<file path="src/rtl/complex_arithmetic_unit_defines.svh">
// Assertion macros shared by the complex arithmetic unit.
`ifndef COMPLEX_ARITHMETIC_UNIT_DEFINES_SVH
`define COMPLEX_ARITHMETIC_UNIT_DEFINES_SVH

// Checks that a consequent holds whenever its antecedent does, outside reset.
`define CAU_ASSERT_IMPLY(label, ante, cons, msg) \
  label: assert property (@(posedge clk) disable iff (rst) (ante) |-> (cons)) \
    else $error(msg);

// Checks a plain condition at every clock edge outside reset.
`define CAU_ASSERT_ALWAYS(label, cond, msg) \
  label: assert property (@(posedge clk) disable iff (rst) (cond)) else $error(msg);

`endif

</file>
<file path="src/rtl/cau_pkg.sv">
`timescale 1ns / 1ps
package cau_pkg;

  localparam int DATA_WIDTH = 16;
  localparam int SQ_W       = 2 * DATA_WIDTH;
  localparam int LIN_W      = 2 * DATA_WIDTH + 2;
  localparam int REM_W      = 3 * DATA_WIDTH + 2;
  localparam int QW         = DATA_WIDTH + 1;

  localparam logic [2:0] ACT_ADD  = 3'd0;
  localparam logic [2:0] ACT_MUL  = 3'd1;
  localparam logic [2:0] ACT_CONJ = 3'd2;
  localparam logic [2:0] ACT_MOD  = 3'd3;
  localparam logic [2:0] ACT_INV  = 3'd4;

  typedef struct packed {
    logic [2:0]                   action;
    logic signed [DATA_WIDTH-1:0] a_re;
    logic signed [DATA_WIDTH-1:0] a_im;
    logic signed [DATA_WIDTH-1:0] b_re;
    logic signed [DATA_WIDTH-1:0] b_im;
  } req_item_t;

  typedef struct packed {
    logic signed [DATA_WIDTH-1:0] res_re;
    logic signed [DATA_WIDTH-1:0] res_im;
    logic                         div_by_zero;
    logic                         saturated;
  } rsp_item_t;

  // State of one item between the front end and the output stage.
  typedef struct packed {
    logic [2:0]              action;
    logic signed [LIN_W-1:0] lin_re;
    logic signed [LIN_W-1:0] lin_im;
    logic [SQ_W-1:0]         den;
    logic [DATA_WIDTH-1:0]   root;
    logic [SQ_W-1:0]         sq_rem;
    logic [REM_W-1:0]        rem_re;
    logic [REM_W-1:0]        rem_im;
    logic [QW-1:0]           q_re;
    logic [QW-1:0]           q_im;
    logic                    neg_re;
    logic                    neg_im;
    logic                    ovf_re;
    logic                    ovf_im;
    logic                    dz;
  } work_t;

endpackage

</file>
<file path="src/rtl/cau_back.sv">
`timescale 1ns / 1ps
module cau_back (
  input  logic               clk,
  input  logic               rst,
  input  logic               advance,
  input  logic               in_valid,
  input  cau_pkg::work_t     in_work,
  output logic               out_valid,
  output cau_pkg::rsp_item_t out_item
);

  localparam int W  = cau_pkg::DATA_WIDTH;
  localparam int LW = cau_pkg::LIN_W;
  localparam int QW = cau_pkg::QW;
  localparam int RW = cau_pkg::REM_W;

  localparam logic signed [LW-1:0] LinMax = LW'((64'd1 << (W - 1)) - 64'd1);
  localparam logic signed [LW-1:0] LinMin = -LinMax - LW'(1);
  localparam logic [QW:0]          QMax   = (QW+1)'((64'd1 << (W - 1)) - 64'd1);

  cau_pkg::rsp_item_t item_next;
  logic               sat_re;
  logic               sat_im;
  logic [W:0]         root_r;
  logic [QW:0]        qr_re;
  logic [QW:0]        qr_im;

  function automatic logic [W-1:0] clip_lin(input logic signed [LW-1:0] v,
                                            output logic sat);
    sat = 1'b0;
    if (v > LinMax) begin
      sat = 1'b1;
      return W'(LinMax);
    end
    if (v < LinMin) begin
      sat = 1'b1;
      return W'(LinMin);
    end
    return W'(v);
  endfunction

  function automatic logic [W-1:0] clip_quo(input logic [QW:0] q, input logic neg,
                                            input logic ovf, output logic sat);
    sat = 1'b0;
    if (neg) begin
      if (ovf || (q > QMax + (QW+1)'(1))) begin
        sat = 1'b1;
        return W'(LinMin);
      end
      return W'(-q);
    end
    if (ovf || (q > QMax)) begin
      sat = 1'b1;
      return W'(LinMax);
    end
    return W'(q);
  endfunction

  always_comb begin
    qr_re = (QW+1)'(in_work.q_re) +
            (QW+1)'(((RW+1)'(in_work.rem_re) << 1) >= (RW+1)'(in_work.den));
    qr_im = (QW+1)'(in_work.q_im) +
            (QW+1)'(((RW+1)'(in_work.rem_im) << 1) >= (RW+1)'(in_work.den));
    root_r = (W+1)'(in_work.root) +
             (W+1)'(in_work.sq_rem > cau_pkg::SQ_W'(in_work.root));
    item_next = '0;
    sat_re    = 1'b0;
    sat_im    = 1'b0;
    case (in_work.action)
      cau_pkg::ACT_ADD, cau_pkg::ACT_MUL, cau_pkg::ACT_CONJ: begin
        item_next.res_re = clip_lin(in_work.lin_re, sat_re);
        item_next.res_im = clip_lin(in_work.lin_im, sat_im);
      end
      cau_pkg::ACT_MOD: begin
        if (root_r > (W+1)'(LinMax)) begin
          item_next.res_re = W'(LinMax);
          sat_re           = 1'b1;
        end else begin
          item_next.res_re = W'(root_r);
        end
      end
      cau_pkg::ACT_INV: begin
        if (in_work.dz) begin
          item_next.div_by_zero = 1'b1;
        end else begin
          item_next.res_re = clip_quo(qr_re, in_work.neg_re, in_work.ovf_re, sat_re);
          item_next.res_im = clip_quo(qr_im, in_work.neg_im, in_work.ovf_im, sat_im);
        end
      end
      default: begin
        item_next = '0;
      end
    endcase
    item_next.saturated = sat_re || sat_im;
  end

  always_ff @(posedge clk) begin
    if (rst) begin
      out_valid <= 1'b0;
    end else if (advance) begin
      out_valid <= in_valid;
    end
  end

  always_ff @(posedge clk) begin
    if (advance) begin
      out_item <= item_next;
    end
  end

endmodule

</file>
<file path="config.mk">
export PLATFORM = sky130hd
export DESIGN_NAME = cau_back
export DESIGN_NICKNAME = d
export VERILOG_FILES = /design/src/rtl/complex_arithmetic_unit_defines.svh /design/src/rtl/cau_pkg.sv /design/src/rtl/cau_back.sv
export SDC_FILE = /design/constraint.sdc
export NUM_CORES = 1
export LEC_CHECK = 0
export BUFFER_PORTS_ARGS = -buffer_cell sky130_fd_sc_hd__buf_2
export CAP_MARGIN = 20
export CORE_UTILIZATION = 30
export DETAILED_ROUTE_END_ITERATION = 8
export PLACE_DENSITY = 0.57
export SKIP_LAST_GASP = 1
export SLEW_MARGIN = 20
export SYNTH_ARGS = -nofsm -noshare
export SYNTH_HDL_FRONTEND = slang
export SYNTH_SLANG_ARGS = --single-unit
export TNS_END_PERCENT = 10
</file>
<file path="constraint.sdc">
create_clock -name clk -period 6.8 [get_ports clk]
set_clock_uncertainty 0.1 [all_clocks]
set_input_delay 1.36 -clock clk [delete_from_list [all_inputs] [get_ports clk]]
set_output_delay 1.36 -clock clk [all_outputs]
set_load 0.01 [all_outputs]
</file>
==> metrics.md <==
| Metric | Value |
|---|---|
| Result of the run | finished clean |
| PD cells | around 110 nW/um^2 |
| Fraction of final layout cells with drive strength greater than 1 | 33.55% |
| CTS tree | yes |
| Headroom to the max-slew limit | 32.78% |
| Maximum fanout along the worst path | 8 |
| Endpoint kind of the worst setup timing path | register |
| Total via count after detailed routing | 7219 |
| Sum of overflow across all layers after global routing | 0 |
| Gate count after technology mapping | about 800 |
| Count of unresolved DRC violations after routing | 0 |
| Count of boundary I/O pins | 329 |
| Maxcap violations | 0 |
| Worst setup path startpoint | in_work[188] |
| Post-CTS Setup Repair Bufs | 0 |
| Global-route wire length before repair | about 36000 microns |
| Proportion of total power due to net switching | 34.68% |
| Internal power | roughly 570 uW |
| Starting density of the core | a little under a third |
| Final number of max-transition violations | 0 |
| Number of vias per cell | roughly 5.3 |
| Shortest clock period the worst path allows after layout | 6142 ps |
| Crit-path slowest cell | sky130_fd_sc_hd__or4b_1 |
| First drt pass iteration count | 6 |
| Clock sinks | 35 |
| Setup repair after global routing missed its margin | no |
| Overall die height | 146.3 microns |
| Max VDD drop | 72.52 uV |
| Number of synthesized flops with an enable pin | 34 |
| Critical setup path kind | in -> reg |
| Most frequent cell on the critical path | sky130_fd_sc_hd__ha_1 |
| Total number of yosys warnings | 0 |
| Slack of the worst reg-to-reg path | 6120 ps |
| CTS clock-pin slew for the worst setup and hold paths | 60 ps |
| Largest stage delay on the critical path | 450 ps |
| WL/cell | 16.90 microns |
| Total routing usage reported by global routing | 21.13% |
| Number of flip-flops and latches in the synthesized netlist | 35 |
| Die width | about 150 microns |
| Netlist area before placement | 6245 sq um |
| Worst setup path endpoint | out_item[0]$_DFFE_PP_ |
| CTS Buffer Depth | 2 |
| Fmax | 162.8 MHz |
| Worst EP arrival | ~6100 ps |
| Net Sw Power | 301.0 uW |
| TritonCTS Buffers | 5 |
| Vias in the first global route | 7017 |
| Worst hold-check path type | reg -> reg |
| Seq/Total Area, Yosys | 16.67% |
| Portion of the clock cycle consumed by the worst path in the final layout | 90.33% |
| Leakage | 0.003893 uW |
| # setup viols final | 0 |
| Final weighted congestion in routability-driven placement | between 0.8 and 0.9 |
| Layout overhead on the synthesized area | 32.06% |
| Layout filler cell count | 2141 |
| Clock latency at the later pin of the worst-skew pair | 280 ps |
| Data required, critical path | approximately 6700 ps |
| Number of placement rows | 52 |
| Actual slew at the worst max-slew pin | 1005 ps |
| Depth of the CTS H-tree | 2 |
| Reg power frac | between 30% and 40% |
| Cells traversed along the worst timing path | buf_2 > inv_1 > ha_1 > nor2b_1 > o21a_1 > o21a_1 > o21bai_1 > a21oi_1 > o31a_1 > a2111oi_0 > o21ai_0 > ha_1 > ha_1 > inv_1 > ha_1 > or4b_1 > o31ai_1 > o21ai_1 > nor2_2 > nand2_1 > o21ai_0 > and3b_1 > o221ai_1 |
| RR Startpoint | out_valid$_SDFFE_PP0P_ |
| Clock power frac | ~26% |
| Synth Flop Type | sky130_fd_sc_hd__edfxtp_1 |
| Area enclosed by the die boundary | 21400 sq um |
| Startpoint type of the worst setup path | input pin |
| Share of power burned in combinational logic | 43.9% |
| Number of design-rule violations left by the first detailed-router iteration | about 440 |
| Antenna violations before repair | 1 |
| Number of library cell types mapped by synthesis | roughly 70 |
| Pin count of the biggest net entering global routing | 36 |
| Critical R2R Capture | out_valid$_SDFFE_PP0P_ |
| Synthesized area per cell | 7.925 sq um |
| Remaining number of nets flagged by the antenna check after routing | 0 |
| Post-route setup TNS | 0 ps |
| Worst hold start | out_valid$_SDFFE_PP0P_ |
| Number of hold violations in the final report | 0 |
| Count of input and output buffers | 328 |
| Fraction of synthesis flops using an asynchronous set or reset pin | 0% |
| Synthesized netlist net count | 1170 |
| Clock tree root buffer cell | sky130_fd_sc_hd__clkbuf_16 |
| Half-perimeter wire length after detailed placement | 19990 microns |
| Routed wire length | 23180 microns |
| PnR Total Power | 867.9 uW |
| Worst reg-to-reg path cell count | 2 |
| Core box area | just over 20000 sq um |
| Net count reported at finish | 1481 |
==> flip-flops by register name, summed over array words and instances, names as in the netlist <==
register and flops:
out_item 34, out_valid 1
==> cell usage after synthesis, drive strengths merged, types with 4 or more instances <==
| library cell | number | area (sq um) |
|---|---|---|
| ha | 88 | 1101 |
| nor2 | 62 | 235.2 |
| inv | 54 | 202.7 |
| o21ai | 54 | 285.3 |
| nand2 | 46 | 172.7 |
| a21oi | 42 | 214.0 |
| nand4 | 40 | 250.2 |
| nand3 | 36 | 195.2 |
| edfxtp | 34 | 1021 |
| xnor2 | 34 | 297.8 |
| nor4 | 28 | 196.4 |
| xor2 | 25 | 219.0 |
| a21o | 23 | 172.7 |
| nor3 | 23 | 131.4 |
| buf | 18 | 120.1 |
| and3 | 14 | 87.58 |
| o2111ai | 13 | 113.9 |
| nor2b | 12 | 75.07 |
| clkbuf | 11 | 41.29 |
| a211o | 9 | 78.83 |
| or4 | 9 | 67.56 |
| and4 | 8 | 72.57 |
| o22ai | 8 | 50.05 |
| a221o | 7 | 70.07 |
| o21a | 7 | 52.55 |
| or3 | 7 | 43.79 |
| a211oi | 6 | 55.05 |
| a21boi | 6 | 45.05 |
| and3b | 5 | 43.79 |
| nor3b | 5 | 37.54 |
| o211ai | 5 | 37.54 |
| o31ai | 5 | 51.30 |
| mux2i | 4 | 40.04 |
| nand2b | 4 | 25.02 |
| or4b | 4 | 47.55 |
==> metal layers <==
layer	track usage, %	part of all wire (%)	up-vias
li1	-	-	3631
met1	25.25	41	3268
met2	38.71	50	299
met3	4.000	7.4	21
met4	4.844	1.5	0
met5	0	0	-
==> power by group through the flow <==
stage          clock [uW]  combinational, uW  sequential (uW)
2_1_floorplan           0                190              280
3_3_place_gp            0                376              270
3_5_place_dp            0                379              270
4_1_cts               224                382              266
5_1_grt               232                425              267
6_report              221                381              266
==> cell usage in the layout, fill, tap and decap left out, types with 8 or more instances in the layout <==
cell type,Yosys,layout
sky130_fd_sc_hd__nor3_1,21,21
sky130_fd_sc_hd__buf_2,12,328
sky130_fd_sc_hd__nor2b_1,12,12
sky130_fd_sc_hd__inv_1,54,54
sky130_fd_sc_hd__a21oi_1,41,40
sky130_fd_sc_hd__o22ai_1,8,8
sky130_fd_sc_hd__nand4_1,40,40
sky130_fd_sc_hd__o2111ai_1,13,13
sky130_fd_sc_hd__a211o_1,9,9
sky130_fd_sc_hd__nor2_1,61,61
sky130_fd_sc_hd__nor4_1,26,26
sky130_fd_sc_hd__and3_1,14,14
sky130_fd_sc_hd__xnor2_1,34,34
sky130_fd_sc_hd__edfxtp_1,34,34
sky130_fd_sc_hd__ha_1,88,88
sky130_fd_sc_hd__or4_1,9,9
sky130_fd_sc_hd__o21ai_0,47,47
sky130_fd_sc_hd__a21o_1,23,23
sky130_fd_sc_hd__xor2_1,25,25
sky130_fd_sc_hd__nand3_1,33,33
sky130_fd_sc_hd__nand2_1,46,46
==> stage by stage <==
step	worst slack, ps	hold WS [ps]	util, %	instances	area [sq um]
global placement	449.5	387.1	39.90	1362	8100
CTS	615.4	410.5	40.58	1370	8238
detailed placement	345.7	397.4	39.90	1362	8100
floorplan	1155	427.9	-	788	6245
global route	106.7	454.0	40.61	1371	8244
finish	657.8	400.8	40.63	1372	8247
==> what timing repair did <==
action / CTS / global route
gates resized for setup: 0 / 1
hold buffers: 0 / 0
setup endpoints to repair: 0 / 1
==> final cells by class <==
class / count / area (sq um) / area share [%]
antenna: 2 / 5.005 / 0.06069
clock buffer: 7 / 132.6 / 1.608
clock inverter: 1 / 5.005 / 0.06069
inverter: 54 / 202.7 / 2.458
multi-input combinational: 670 / 4843 / 58.73
sequential: 35 / 1041 / 12.62
tap: 270 / 337.8 / 4.096
timing repair buffer: 333 / 1679 / 20.36
==> kinds of logic (layout without fill, tap and decap cells) <==
| kind of cell | Yosys count | in the layout | share of synthesized area (%) |
|---|---|---|---|
| simple gates | 314 | 314 | 28.23 |
| compound gates | 203 | 203 | 22.36 |
| fa+ha+maj | 88 | 88 | 17.63 |
| buf+inv | 83 | 395 | 5.830 |
| xor+xnor | 59 | 59 | 8.275 |
| flops | 35 | 35 | 16.67 |
| mux | 6 | 6 | 1.002 |
| other cells | 0 | 2 | 0 |
==> worst min-delay path by stage <==
stage	end	cells past startpoint
5_1_grt	out_valid$_SDFFE_PP0P_	2
3_5_place_dp	out_valid$_SDFFE_PP0P_	2
2_1_floorplan	out_valid$_SDFFE_PP0P_	2
4_1_cts	out_valid$_SDFFE_PP0P_	2
3_3_place_gp	out_valid$_SDFFE_PP0P_	2
6_report	out_valid$_SDFFE_PP0P_	2
==> critical path, delay by kind of cell <==
| kind | cells | cell delay [ps] |
|---|---|---|
| buffers and inverters | 3 | 260 |
| adder cells (fa/ha/maj) | 4 | 1080 |
| AO/OA/AOI/OAI | 11 | 2130 |
| AND/OR/NAND/NOR | 5 | 1200 |
Power figures use the tool's default switching activity.
