## src/rtl/complex_arithmetic_unit_defines.svh

```systemverilog
// Assertion macros shared by the complex arithmetic unit.
`ifndef COMPLEX_ARITHMETIC_UNIT_DEFINES_SVH
`define COMPLEX_ARITHMETIC_UNIT_DEFINES_SVH

// Checks that a consequent holds whenever its antecedent does, outside reset.
`define CAU_ASSERT_IMPLY(label, ante, cons, msg) \
  label: assert property (@(posedge clk) disable iff (rst) (ante) |-> (cons)) \
    else $error(msg);

// Checks a plain condition at every clock edge outside reset.
`define CAU_ASSERT_ALWAYS(label, cond, msg) \
  label: assert property (@(posedge clk) disable iff (rst) (cond)) else $error(msg);

`endif

```

## src/rtl/cau_pkg.sv

```systemverilog
`timescale 1ns / 1ps
package cau_pkg;

  localparam int DATA_WIDTH = 16;
  localparam int SQ_W       = 2 * DATA_WIDTH;
  localparam int LIN_W      = 2 * DATA_WIDTH + 2;
  localparam int REM_W      = 3 * DATA_WIDTH + 2;
  localparam int QW         = DATA_WIDTH + 1;

  localparam logic [2:0] ACT_ADD  = 3'd0;
  localparam logic [2:0] ACT_MUL  = 3'd1;
  localparam logic [2:0] ACT_CONJ = 3'd2;
  localparam logic [2:0] ACT_MOD  = 3'd3;
  localparam logic [2:0] ACT_INV  = 3'd4;

  typedef struct packed {
    logic [2:0]                   action;
    logic signed [DATA_WIDTH-1:0] a_re;
    logic signed [DATA_WIDTH-1:0] a_im;
    logic signed [DATA_WIDTH-1:0] b_re;
    logic signed [DATA_WIDTH-1:0] b_im;
  } req_item_t;

  typedef struct packed {
    logic signed [DATA_WIDTH-1:0] res_re;
    logic signed [DATA_WIDTH-1:0] res_im;
    logic                         div_by_zero;
    logic                         saturated;
  } rsp_item_t;

  // State of one item between the front end and the output stage.
  typedef struct packed {
    logic [2:0]              action;
    logic signed [LIN_W-1:0] lin_re;
    logic signed [LIN_W-1:0] lin_im;
    logic [SQ_W-1:0]         den;
    logic [DATA_WIDTH-1:0]   root;
    logic [SQ_W-1:0]         sq_rem;
    logic [REM_W-1:0]        rem_re;
    logic [REM_W-1:0]        rem_im;
    logic [QW-1:0]           q_re;
    logic [QW-1:0]           q_im;
    logic                    neg_re;
    logic                    neg_im;
    logic                    ovf_re;
    logic                    ovf_im;
    logic                    dz;
  } work_t;

endpackage

```

## src/rtl/cau_iter.sv

```systemverilog
`timescale 1ns / 1ps
module cau_iter #(
  parameter int BIT = 0
) (
  input  logic           clk,
  input  logic           rst,
  input  logic           advance,
  input  logic           in_valid,
  input  cau_pkg::work_t in_work,
  output logic           out_valid,
  output cau_pkg::work_t out_work
);

  localparam int W  = cau_pkg::DATA_WIDTH;
  localparam int RW = cau_pkg::REM_W;
  localparam int SW = cau_pkg::SQ_W;

  cau_pkg::work_t  work_next;
  logic [RW-1:0]   div_trial;

  assign div_trial = RW'(in_work.den) << BIT;

  generate
    if (BIT == W + 1) begin : g_ovf
      // Top step only detects a quotient too large for the result range.
      always_comb begin
        work_next        = in_work;
        work_next.ovf_re = (in_work.rem_re >= div_trial);
        work_next.ovf_im = (in_work.rem_im >= div_trial);
      end
    end else begin : g_step
      logic [SW+1:0] sq_trial;
      always_comb begin
        work_next = in_work;
        if (in_work.rem_re >= div_trial) begin
          work_next.rem_re   = in_work.rem_re - div_trial;
          work_next.q_re[BIT] = 1'b1;
        end
        if (in_work.rem_im >= div_trial) begin
          work_next.rem_im   = in_work.rem_im - div_trial;
          work_next.q_im[BIT] = 1'b1;
        end
        sq_trial = '0;
        if (BIT < W) begin
          sq_trial = ((SW+2)'(in_work.root) << (BIT + 1)) + ((SW+2)'(1) << (2 * BIT));
          if ((SW+2)'(in_work.sq_rem) >= sq_trial) begin
            work_next.sq_rem = SW'((SW+2)'(in_work.sq_rem) - sq_trial);
            work_next.root   = in_work.root | (W'(1) << BIT);
          end
        end
      end
    end
  endgenerate

  always_ff @(posedge clk) begin
    if (rst) begin
      out_valid <= 1'b0;
    end else if (advance) begin
      out_valid <= in_valid;
    end
  end

  always_ff @(posedge clk) begin
    if (advance) begin
      out_work <= work_next;
    end
  end

endmodule

```

## config.mk

```make
export PLATFORM = sky130hd
export DESIGN_NAME = cau_iter
export DESIGN_NICKNAME = d
export VERILOG_FILES = /design/src/rtl/complex_arithmetic_unit_defines.svh /design/src/rtl/cau_pkg.sv /design/src/rtl/cau_iter.sv
export SDC_FILE = /design/constraint.sdc
export NUM_CORES = 1
export LEC_CHECK = 0
export BUFFER_PORTS_ARGS = -buffer_cell sky130_fd_sc_hd__buf_2
export CAP_MARGIN = 20
export CORE_AREA = 2 2 228 230
export CTS_CLUSTER_DIAMETER = 120
export DETAILED_ROUTE_END_ITERATION = 12
export DIE_AREA = 0 0 230 232
export PLACE_DENSITY = 0.5
export SLEW_MARGIN = 30
export SYNTH_ARGS = -nofsm -noshare
export SYNTH_HDL_FRONTEND = slang
export SYNTH_SLANG_ARGS = --single-unit
```

## constraint.sdc

```tcl
create_clock -name clk -period 8.6 [get_ports clk]
set_input_delay 0.43 -clock clk [delete_from_list [all_inputs] [get_ports clk]]
set_output_delay 0.43 -clock clk [all_outputs]
set_load 0.005 [all_outputs]
```

==> qor.yml, run 1 <==
run_status: "finished clean"
syn_area_per_cell_um2: 11.4
critPathMaxFanout: 43
synth_top_area_share_pct: 56.5
cts.sinks: 291
synthCells: 1348
top_layer: "met5"
synth.area.top_cells: "edfxtp_1, ha_1, a21oi_1"
synth_seq_cells: 291
wl_met2_um: 29000
slew_headroom_pct: 32.9
clockBufferDepth: 3
holdBufCountCts: 9
cts_tree: "built"
area.growth.synth_to_final_pct: 32.1
syn_nets: 1726
avgRoutedWirePerCell_um: 22.7
ff2ff_setup_slack_ns: 7.97
crit_family: "simple AND/OR/NAND/NOR gates"
synth_adder_area_share_pct: 6.97
core-area_um2: 50900
startpoint_type: "input port"
drive_above_1_share_pct: 34.1
grtUsageTotal_pct: 21.5
cts-root-buf: "clkbuf_16"
setup_viol: 0
cp_cell_sequence: "buf_2 > inv_1 > ha_1 > nand4_1 > nor4_1 > nand4_1 > o32ai_1 > or2_2 > buf_4 > mux2_2"
fillers: 5081
dpl.hpwl_um: 48400
dr.pass1.iters: 5
grt_start_max_net_pins: 160
synth_compound_area_share_pct: 13.2
htreeDepth: 2
fin_skew_ns: 0
synthMuxAreaShare_pct: 0.723
routed-wl-met3_um: 5410
critPathRequiredTime_ns: 8.90
synth_xor_xnor_area_share_pct: 6.99
final.setup.tns_ns: 0
netlist_area_um2: 15400
pin_count: 585
synth_top_family_by_area: "compound AO/OA/AOI/OAI gates"
portBuffers: 584
cpMostUsedCell: "nand4_1"
synth.largest_area_cell: "edfxtp_1"
dieArea_um2: 53400
vias_per_cell: 4.99
slew_violations: 0
dp_cells: 2573
place_congestion: 0.931
clock.fmax_ghz: 0.278
hold_class: "in -> reg"
final_util_pct: 40.0
antenna_found_initial: 22
fin_nets: 2319
drtAntennaViolNets: 0
worstMarginPinSlew_ns: 1.01
grt_pass1_wl_um: 84300
hold_violations: 0
maxCapViolCount: 0
final_common_cell: "buf_2"
wl_um: 60100
cts_setup_buffers: 0
grt_pass1_vias: 12800
p_leak_nw: 8.61
insertion_delay_ns: 0.55
final_cell_mix: "buf_2, edfxtp_1, a21oi_1"
drt-initial-drc-count: 766
synthDistinctLibCells: 71
cpMaxStageDelayCell: "o32ai_1"
yosys.area_share.simple_pct: 12.4
rows: 83
via_count: 13200
dieWidth_um: 230
cp.arrival_ns: 3.90
drc: 0
rsz0062_at_grt: "false"
wl_met1_um: 23500
start_util_pct: 30.3
ys_warn_count: 0
grt_overflow_total: 0
critical_path_class: "in -> reg"
cts-resized-gates: 0
chipHeight_um: 232
cts_buffers: 37
ys_seq_area_share_pct: 56.6
synth-async-reset-ratio_pct: 0
fin_crit_sh_pct: 41.8
clk_pin_slew_worst_paths_ns: 0.06
peakVddDrop_v: 0.000131
endpoint_kind: "flop"
final.min_clock_period_ns: 3.59
synth-edff-count: 290
path_buf_inv: 3
powerDensity_nw_per_um2: 204
synthFlopType: "edfxtp_1"
instances_no_fill: 2655
max_stage_delay_ns: 0.52
-- through the flow --
step	setup slack, ns	hold slack, ns	total power (W)	cell area, µm²
after floorplan	5.29	0.485	0.00219	15400
after global routing	4.69	0.0131	0.00433	20300
final	5.01	0.0308	0.00414	20400
after global placement	4.40	0.538	0.00262	19000
after detailed placement	4.34	0.552	0.00262	19000
after CTS	4.93	0.000111	0.00419	20300
-- synth_stat cells (27+ instances only) --
cell and number:
nor2_1 124, o21ai_0 59, a21oi_1 156, nand2_1 85, ha_1 81, nand4_1 27, nor3_1 29, edfxtp_1 290
clkbuf_1 34, xor2_1 58, xnor2_1 65, inv_1 75
-- final timing paths --
kind / start / to / depth (start not counted)
setup / recovery: in_work[216] / out_work[90]$_DFFE_PP_ / 10
hold / removal: in_work[240] / out_work[240]$_DFFE_PP_ / 1
setup reg to reg: out_valid$_SDFFE_PP0P_ / out_valid$_SDFFE_PP0P_ / 2
hold reg to reg: out_valid$_SDFFE_PP0P_ / out_valid$_SDFFE_PP0P_ / 2
-- where the power goes --
| part | switching [W] | leakage, nW | internal, W |
|---|---|---|---|
| Combinational | 0.000470 | 5.18 | 0.000335 |
| Sequential | 0.0000445 | 2.85 | 0.00174 |
| Clock | 0.000657 | 0.579 | 0.000893 |
-- registers in the layout (all words and copies together), names as in the netlist --
signal     cells
out_valid      1
out_work     290
-- kinds of logic (layout without fill, tap and decap cells) --
| family | count (synthesis) | after routing |
|---|---|---|
| and+or+nand+nor | 387 | 387 |
| xor gates and xnor gates | 123 | 123 |
| buffers and inverters | 117 | 737 |
| adders and majority gates | 84 | 84 |
| DFF | 291 | 291 |
| other | 0 | 7 |
| AOI/OAI and AO/OA | 336 | 336 |
| muxes | 10 | 10 |
-- layout make-up --
type | count | area, µm² | area share (%)
flip-flops and latches | 291 | 8730 | 42.9
multi-input cells | 940 | 6230 | 30.6
repair buffers | 596 | 3060 | 15.0
clock buffers | 43 | 948 | 4.66
well taps | 680 | 851 | 4.18
inverters | 75 | 282 | 1.38
clock inverters | 23 | 245 | 1.20
diodes | 7 | 17.5 | 0.0860
-- layer usage --
metal | track usage [%] | vias to the layer above
met4 | 7.54 | 26
met1 | 25.4 | 6282
li1 | - | 6242
met3 | 7.20 | 123
met2 | 36.3 | 575
met5 | 0 | -
No activity file was read; power rests on OpenSTA's default activity.
==> inputs of run 2 (changes only) <==
--- a/config.mk
+++ b/config.mk
@@ -5,13 +5,14 @@
 export SDC_FILE = /design/constraint.sdc
 export NUM_CORES = 1
 export LEC_CHECK = 0
+export ABC_AREA = 1
 export BUFFER_PORTS_ARGS = -buffer_cell sky130_fd_sc_hd__buf_2
 export CAP_MARGIN = 20
-export CORE_AREA = 2 2 228 230
+export CORE_AREA = 2 2 229 231
 export CTS_CLUSTER_DIAMETER = 120
 export DETAILED_ROUTE_END_ITERATION = 12
-export DIE_AREA = 0 0 230 232
-export PLACE_DENSITY = 0.5
+export DIE_AREA = 0 0 231 233
+export PLACE_DENSITY = 0.58
 export SLEW_MARGIN = 30
 export SYNTH_ARGS = -nofsm -noshare
 export SYNTH_HDL_FRONTEND = slang
==> constraint.sdc (replaced) <==
create_clock -name clk -period 3.4 [get_ports clk]
set_input_delay 0.17 -clock clk [delete_from_list [all_inputs] [get_ports clk]]
set_output_delay 0.17 -clock clk [all_outputs]
set_load 0.005 [all_outputs]
==> qor.yml, run 2 <==
cts_buffers: 35  # -5.4%
portBuffers: 584  # unchanged
clk_pin_slew_worst_paths_ns: 0.05  # about the same
hold_class: "in -> reg"
maxCapViolCount: 0  # unchanged
dieWidth_um: 231  # +0.43%
synth.largest_area_cell: "edfxtp_1"
fin_skew_ns: 0  # unchanged
fin_nets: 3852  # +66%
dr.pass1.iters: 5  # unchanged
synthDistinctLibCells: 40  # -44%
slew_headroom_pct: 59.3  # +26 points
ys_seq_area_share_pct: 44.4  # -12 points
avgRoutedWirePerCell_um: 19.2  # -15%
critPathMaxFanout: 45  # +4.7%
final_cell_mix: "nand2_1, buf_2, inv_1"
synthCells: 2611  # +94%
top_register: "out_work"
start_util_pct: 38.4  # +8.2 points
clock.fmax_ghz: 0.361
drive_above_1_share_pct: 21.9  # -12 points
cts-root-buf: "clkbuf_16"
final.min_clock_period_ns: 2.77
largest_reg_flops: 290  # unchanged
endpoint_kind: "flop"
crit_family: "buffers and inverters"
cp_cell_sequence: "dlygate4sd3_1 > buf_2 > inv_1 > ha_1 > nand2_2 > inv_2 > nand2_1 > nand2_1 > nand3b_1 > nand2_1 > nand2_2 > nand2_4 > nand2_8 > inv_4 > nand2_1 > nand2_1"
max_stage_delay_ns: 0.55  # +0.03 ns
grt_overflow_total: 0  # unchanged
peakVddDrop_v: 0.000336  # +160%
rsz0062_at_grt: "false"
drtAntennaViolNets: 0  # unchanged
insertion_delay_ns: 0.54  # about the same
core-area_um2: 51100  # +0.41%
critPathRequiredTime_ns: 3.82  # -5.08 ns
cp.arrival_ns: 3.18  # -0.72 ns
final.setup.tns_ns: 0  # unchanged
via_count: 20200  # +52%
run_status: "finished clean"
synthTopCellsByCount: "nand2_1, inv_1, edfxtp_1, nor2_1, nand3_1"
cts.sinks: 291  # unchanged
yosysMostFrequentCell: "nand2_1"
antenna_found_initial: 13  # -41%
worstMarginPinSlew_ns: 0.610  # -0.397 ns
clockBufferDepth: 3  # unchanged
final_common_cell: "nand2_1"
syn_nets: 2989  # +73%
critical_path_class: "in -> reg"
dpl.hpwl_um: 64400  # +33%
syn_area_per_cell_um2: 7.52  # -34%
ff_latch_area_um2: 8730  # unchanged
synth_seq_cells: 291  # unchanged
dp_slack_ns: 0.598  # -3.74 ns
grt_pass1_wl_um: 116000  # +38%
grt_start_max_net_pins: 71  # -56%
setup_ws_ns: 0.631  # -4.37 ns
synth-edff-count: 290  # unchanged
fin_crit_sh_pct: 81.4
chipHeight_um: 233  # +0.43%
multi_input_area_um2: 8870  # +42%
grt_pass1_vias: 19900  # +55%
wl_um: 80400  # +34%
setup_viol: 0  # unchanged
biggestRegsByFlops: "out_work: 290 flops, out_valid: 1 flops"
dieArea_um2: 53800  # +0.87%
slew_violations: 0  # unchanged
hold_violations: 0  # unchanged
cpMaxStageDelayCell: "dlygate4sd3_1"
place_congestion: 0.979  # +5.1%
synth_top_area_share_pct: 44.3  # -12 points
drt-initial-drc-count: 1356  # +77%
fillers: 4946  # -2.7%
drc: 0  # unchanged
path_buf_inv: 5  # +2
grtUsageTotal_pct: 28.9  # +7.4 points
synth.area.top_cells: "edfxtp_1, nand2_1, inv_1"
powerDensity_nw_per_um2: 406  # +100%
area.growth.synth_to_final_pct: 37.6
ys_warn_count: 0  # unchanged
cts_tree: "built"
rows: 83  # unchanged
htreeDepth: 2  # unchanged
p_leak_nw: 13.5  # +57%
synthFlopType: "edfxtp_1"
synth-async-reset-ratio_pct: 0  # unchanged
vias_per_cell: 4.83  # -3.3%
cpMostUsedCell: "nand2_1"
startpoint_type: "input port"
pin_count: 585  # unchanged
netlist_area_um2: 19600  # +27%
-- run 2: per-layer routing --
layer  routed length [µm]  vias to the layer above  global-route usage [%]
li1                     -                     9959                       -
met1                32900                     9312                    35.0
met2                38900                      742                    50.3
met3                 5310                      176                    5.98
met4                 3050                       14                    10.9
met5                   92                        -                       0
-- run 2: final timing paths --
path	slack, ns	to	cells after the start	from
setup / recovery	0.63	out_work[65]$_DFFE_PP_	16	in_work[195]
hold / removal	0.02	out_work[78]$_DFFE_PP_	3	in_work[78]
setup reg to reg	2.24	out_valid$_SDFFE_PP0P_	3	out_valid$_SDFFE_PP0P_
hold reg to reg	1.08	out_valid$_SDFFE_PP0P_	3	out_valid$_SDFFE_PP0P_
-- run 2: repair_timing --
action | in CTS | in global routing
hold buffers | 255 | 0
buffers inserted | 0 | 0
hold endpoints to repair | 254 | 0
resized for setup | 0 | 0
-- run 2: final cells by class --
cell class	instances	share of cell area, %
Antenna cell	7	0.0648
Timing Repair Buffer	847	20.7
Inverter	492	6.87
Tap cell	680	3.15
Sequential cell	291	32.3
Multi-Input combinational cell	1807	32.8
Clock buffer	47	3.60
Clock inverter	16	0.537
-- run 2: kinds of logic (layout without fill, tap and decap cells) --
logic type               Yosys count  in the layout  share of synthesized area, %
buffers and inverters            513           1402                          10.4
other                              0              7                             0
AND/OR/NAND/NOR                 1539           1539                          32.9
AO/OA/AOI/OAI                    134            134                          4.56
adder cells (fa/ha/maj)           84             84                          5.47
flip-flops                       291            291                          44.4
XOR/XNOR                          49             49                          2.19
multiplexers                       1              1                        0.0510
-- run 2: tightest hold or removal path: stages --
cell and delay, ns:
buf_2 0.12, nand2_1 0.07, a21oi_2 0.10
-- run 2: stage by stage --
| stage | hold slack, ns | instance area [µm²] | power [W] | cells | utilization, % |
|---|---|---|---|---|---|
| 2_1_floorplan | 0.242 | 19600 | 0.00580 | 2611 | - |
| 3_3_place_gp | 0.329 | 23300 | 0.00702 | 3862 | 45.7 |
| 3_5_place_dp | 0.331 | 23300 | 0.00703 | 3862 | 45.7 |
| 4_1_cts | 0.000252 | 27000 | 0.0110 | 4180 | 52.9 |
| 5_1_grt | 0.0200 | 27000 | 0.0115 | 4184 | 52.9 |
| 6_report | 0.0198 | 27000 | 0.0110 | 4187 | 52.9 |
-- run 2: where the power goes --
group | internal, W | switching (W)
logic | 0.00107 | 0.00164
registers | 0.00439 | 0.000119
clock network | 0.00217 | 0.00159
==> inputs of run 3 (changes only) <==
==> constraint.sdc (replaced) <==
create_clock -name clk -period 2.9 [get_ports clk]
set_input_delay 0.145 -clock clk [delete_from_list [all_inputs] [get_ports clk]]
set_output_delay 0.145 -clock clk [all_outputs]
set_load 0.005 [all_outputs]
==> qor.yml, run 3 (synthesis results as in run 2) <==
largest_reg_flops: 290  # unchanged
grt_pass1_vias: 19800  # -0.14%
dr.pass1.iters: 6  # +1
cp.arrival_ns: 3.15  # -0.03 ns
maxCapViolCount: 0  # unchanged
insertion_delay_ns: 0.54  # about the same
clock.fmax_ghz: 0.366
powerDensity_nw_per_um2: 462  # +14%
fin_crit_sh_pct: 94.2
top_register: "out_work"
r2r-end: "out_valid$_SDFFE_PP0P_"
via_count: 20200  # -0.020%
endpoint_kind: "flop"
dpl.hpwl_um: 63900  # -0.88%
busiest_layer: "met2"
drc: 0  # unchanged
portBuffers: 584  # unchanged
cts_tree: "built"
area.growth.synth_to_final_pct: 38.3
grtUsageTotal_pct: 28.5  # -0.39 points
wl_um: 79300  # -1.3%
ff2ff_setup_slack_ns: 1.74  # -0.50 ns
clockBufferDepth: 3  # unchanged
critical_path_class: "in -> reg"
critPathMaxFanout: 21  # -53%
slew_violations: 0  # unchanged
pin_count: 585  # unchanged
rsz0062_at_grt: "false"
fin_skew_ns: 0  # unchanged
whs_path_depth: 3  # unchanged
startpoint_type: "input port"
dieWidth_um: 231  # unchanged
grtUsageMet1_pct: 34.9  # -0.14 points
grt_overflow_total: 0  # unchanged
fillers: 4952  # +0.12%
dp_cells: 3877  # +0.39%
met3_usage_pct: 5.18  # -0.80 points
core-area_um2: 51100  # unchanged
fin_hold_ws_ns: 0.0225  # +0.00267 ns
drtAntennaViolNets: 0  # unchanged
critPathRequiredTime_ns: 3.32  # -0.50 ns
cts_setup_buffers: 0  # unchanged
final.min_clock_period_ns: 2.73
vias_per_cell: 4.80  # -0.59%
avgRoutedWirePerCell_um: 18.8  # -1.9%
fin_nets: 3877  # +0.65%
worst_r2r_path_depth: 3  # unchanged
slew_headroom_pct: 57.0  # -2.4 points
worstHoldStart: "in_work[39]"
cts-root-buf: "clkbuf_16"
final_cell_mix: "nand2_1, buf_2, inv_1"
power_w: 0.0125  # +14%
setup_viol: 0  # unchanged
instances_no_fill: 4211  # +0.57%
final.setup.tns_ns: 0  # unchanged
hold_end: "out_work[39]$_DFFE_PP_"
cts.sinks: 291  # unchanged
rows: 83  # unchanged
grt_pass1_wl_um: 115000  # -0.51%
biggestRegsByFlops: "out_work: 290 flops, out_valid: 1 flops"
htreeDepth: 2  # unchanged
grt_start_max_net_pins: 74  # +4.2%
p_leak_nw: 13.6  # +0.59%
hold_class: "in -> reg"
reg2reg_from: "out_valid$_SDFFE_PP0P_"
clk_pin_slew_worst_paths_ns: 0.06  # about the same
cts_buffers: 34  # -2.9%
chipHeight_um: 233  # unchanged
peakVddDrop_v: 0.000376  # +12%
worstMarginPinSlew_ns: 0.646  # +0.0353 ns
start_util_pct: 38.4  # unchanged
drive_above_1_share_pct: 22.1  # +0.19 points
gr-usage-met2_pct: 50.6  # +0.21 points
dieArea_um2: 53800  # unchanged
antenna_found_initial: 7  # -6
hold_violations: 0  # unchanged
place_congestion: 0.963  # -1.7%
run_status: "finished clean"
final_common_cell: "nand2_1"
drt-initial-drc-count: 1388  # +2.4%
-- run 3: metal layers --
layer,vias up,wire (µm)
li1,10000,-
met3,123,5510
met2,747,39100
met1,9322,32300
met5,-,13
met4,2,2420
-- run 3: worst max-delay path, cell delays in order --
cell and delay [ns]:
dlygate4sd3_1 0.55, buf_2 0.14, inv_1 0.21, ha_1 0.36, nand2_2 0.14, inv_2 0.04
nand2_1 0.06, nand2_1 0.10, nand3b_1 0.30, nand2_1 0.14, nand2_2 0.09, nand2_4 0.14
nand2_8 0.14, inv_4 0.19, buf_12 0.20, nand2_1 0.09, nand2_1 0.09
-- run 3: area by class of cell --
type | instances | area (µm²) | share of cell area (%)
Clock buffer | 44 | 910 | 3.35
Sequential cell | 291 | 8730 | 32.1
Antenna cell | 7 | 17.5 | 0.0645
Multi-Input combinational cell | 1807 | 8870 | 32.6
Inverter | 492 | 1860 | 6.84
Timing Repair Buffer | 873 | 5820 | 21.4
Tap cell | 680 | 851 | 3.13
Clock inverter | 17 | 114 | 0.419
-- run 3: what timing repair did --
action                    4_1_cts  5_1_grt
hold buffers                  266        0
resized for setup               0        0
hold endpoints to repair      265        0
-- run 3: worst max-delay path by stage --
stage | start | to | depth (start not counted)
2_1_floorplan | in_work[89] | out_work[100]$_DFFE_PP_ | 13
3_5_place_dp | in_work[195] | out_work[82]$_DFFE_PP_ | 15
4_1_cts | in_work[195] | out_work[82]$_DFFE_PP_ | 16
5_1_grt | in_work[195] | out_work[89]$_DFFE_PP_ | 17
3_3_place_gp | in_work[195] | out_work[86]$_DFFE_PP_ | 15
6_report | in_work[195] | out_work[61]$_DFFE_PP_ | 17
-- run 3: power breakdown --
group	leakage [nW]	switching, W	internal, W	total (W)
sequential	2.85	0.000136	0.00515	0.00529
clock	0.504	0.00180	0.00224	0.00405
combinational	10.2	0.00192	0.00128	0.00320
-- run 3: per-stage QoR --
step	setup slack (ns)	area (µm²)	util, %
6_report	0.168	27200	53.2
5_1_grt	0.0633	27200	53.2
4_1_cts	0.212	27100	53.1
3_5_place_dp	0.197	23500	45.9
3_3_place_gp	0.237	23500	45.9
2_1_floorplan	0.957	19600	-
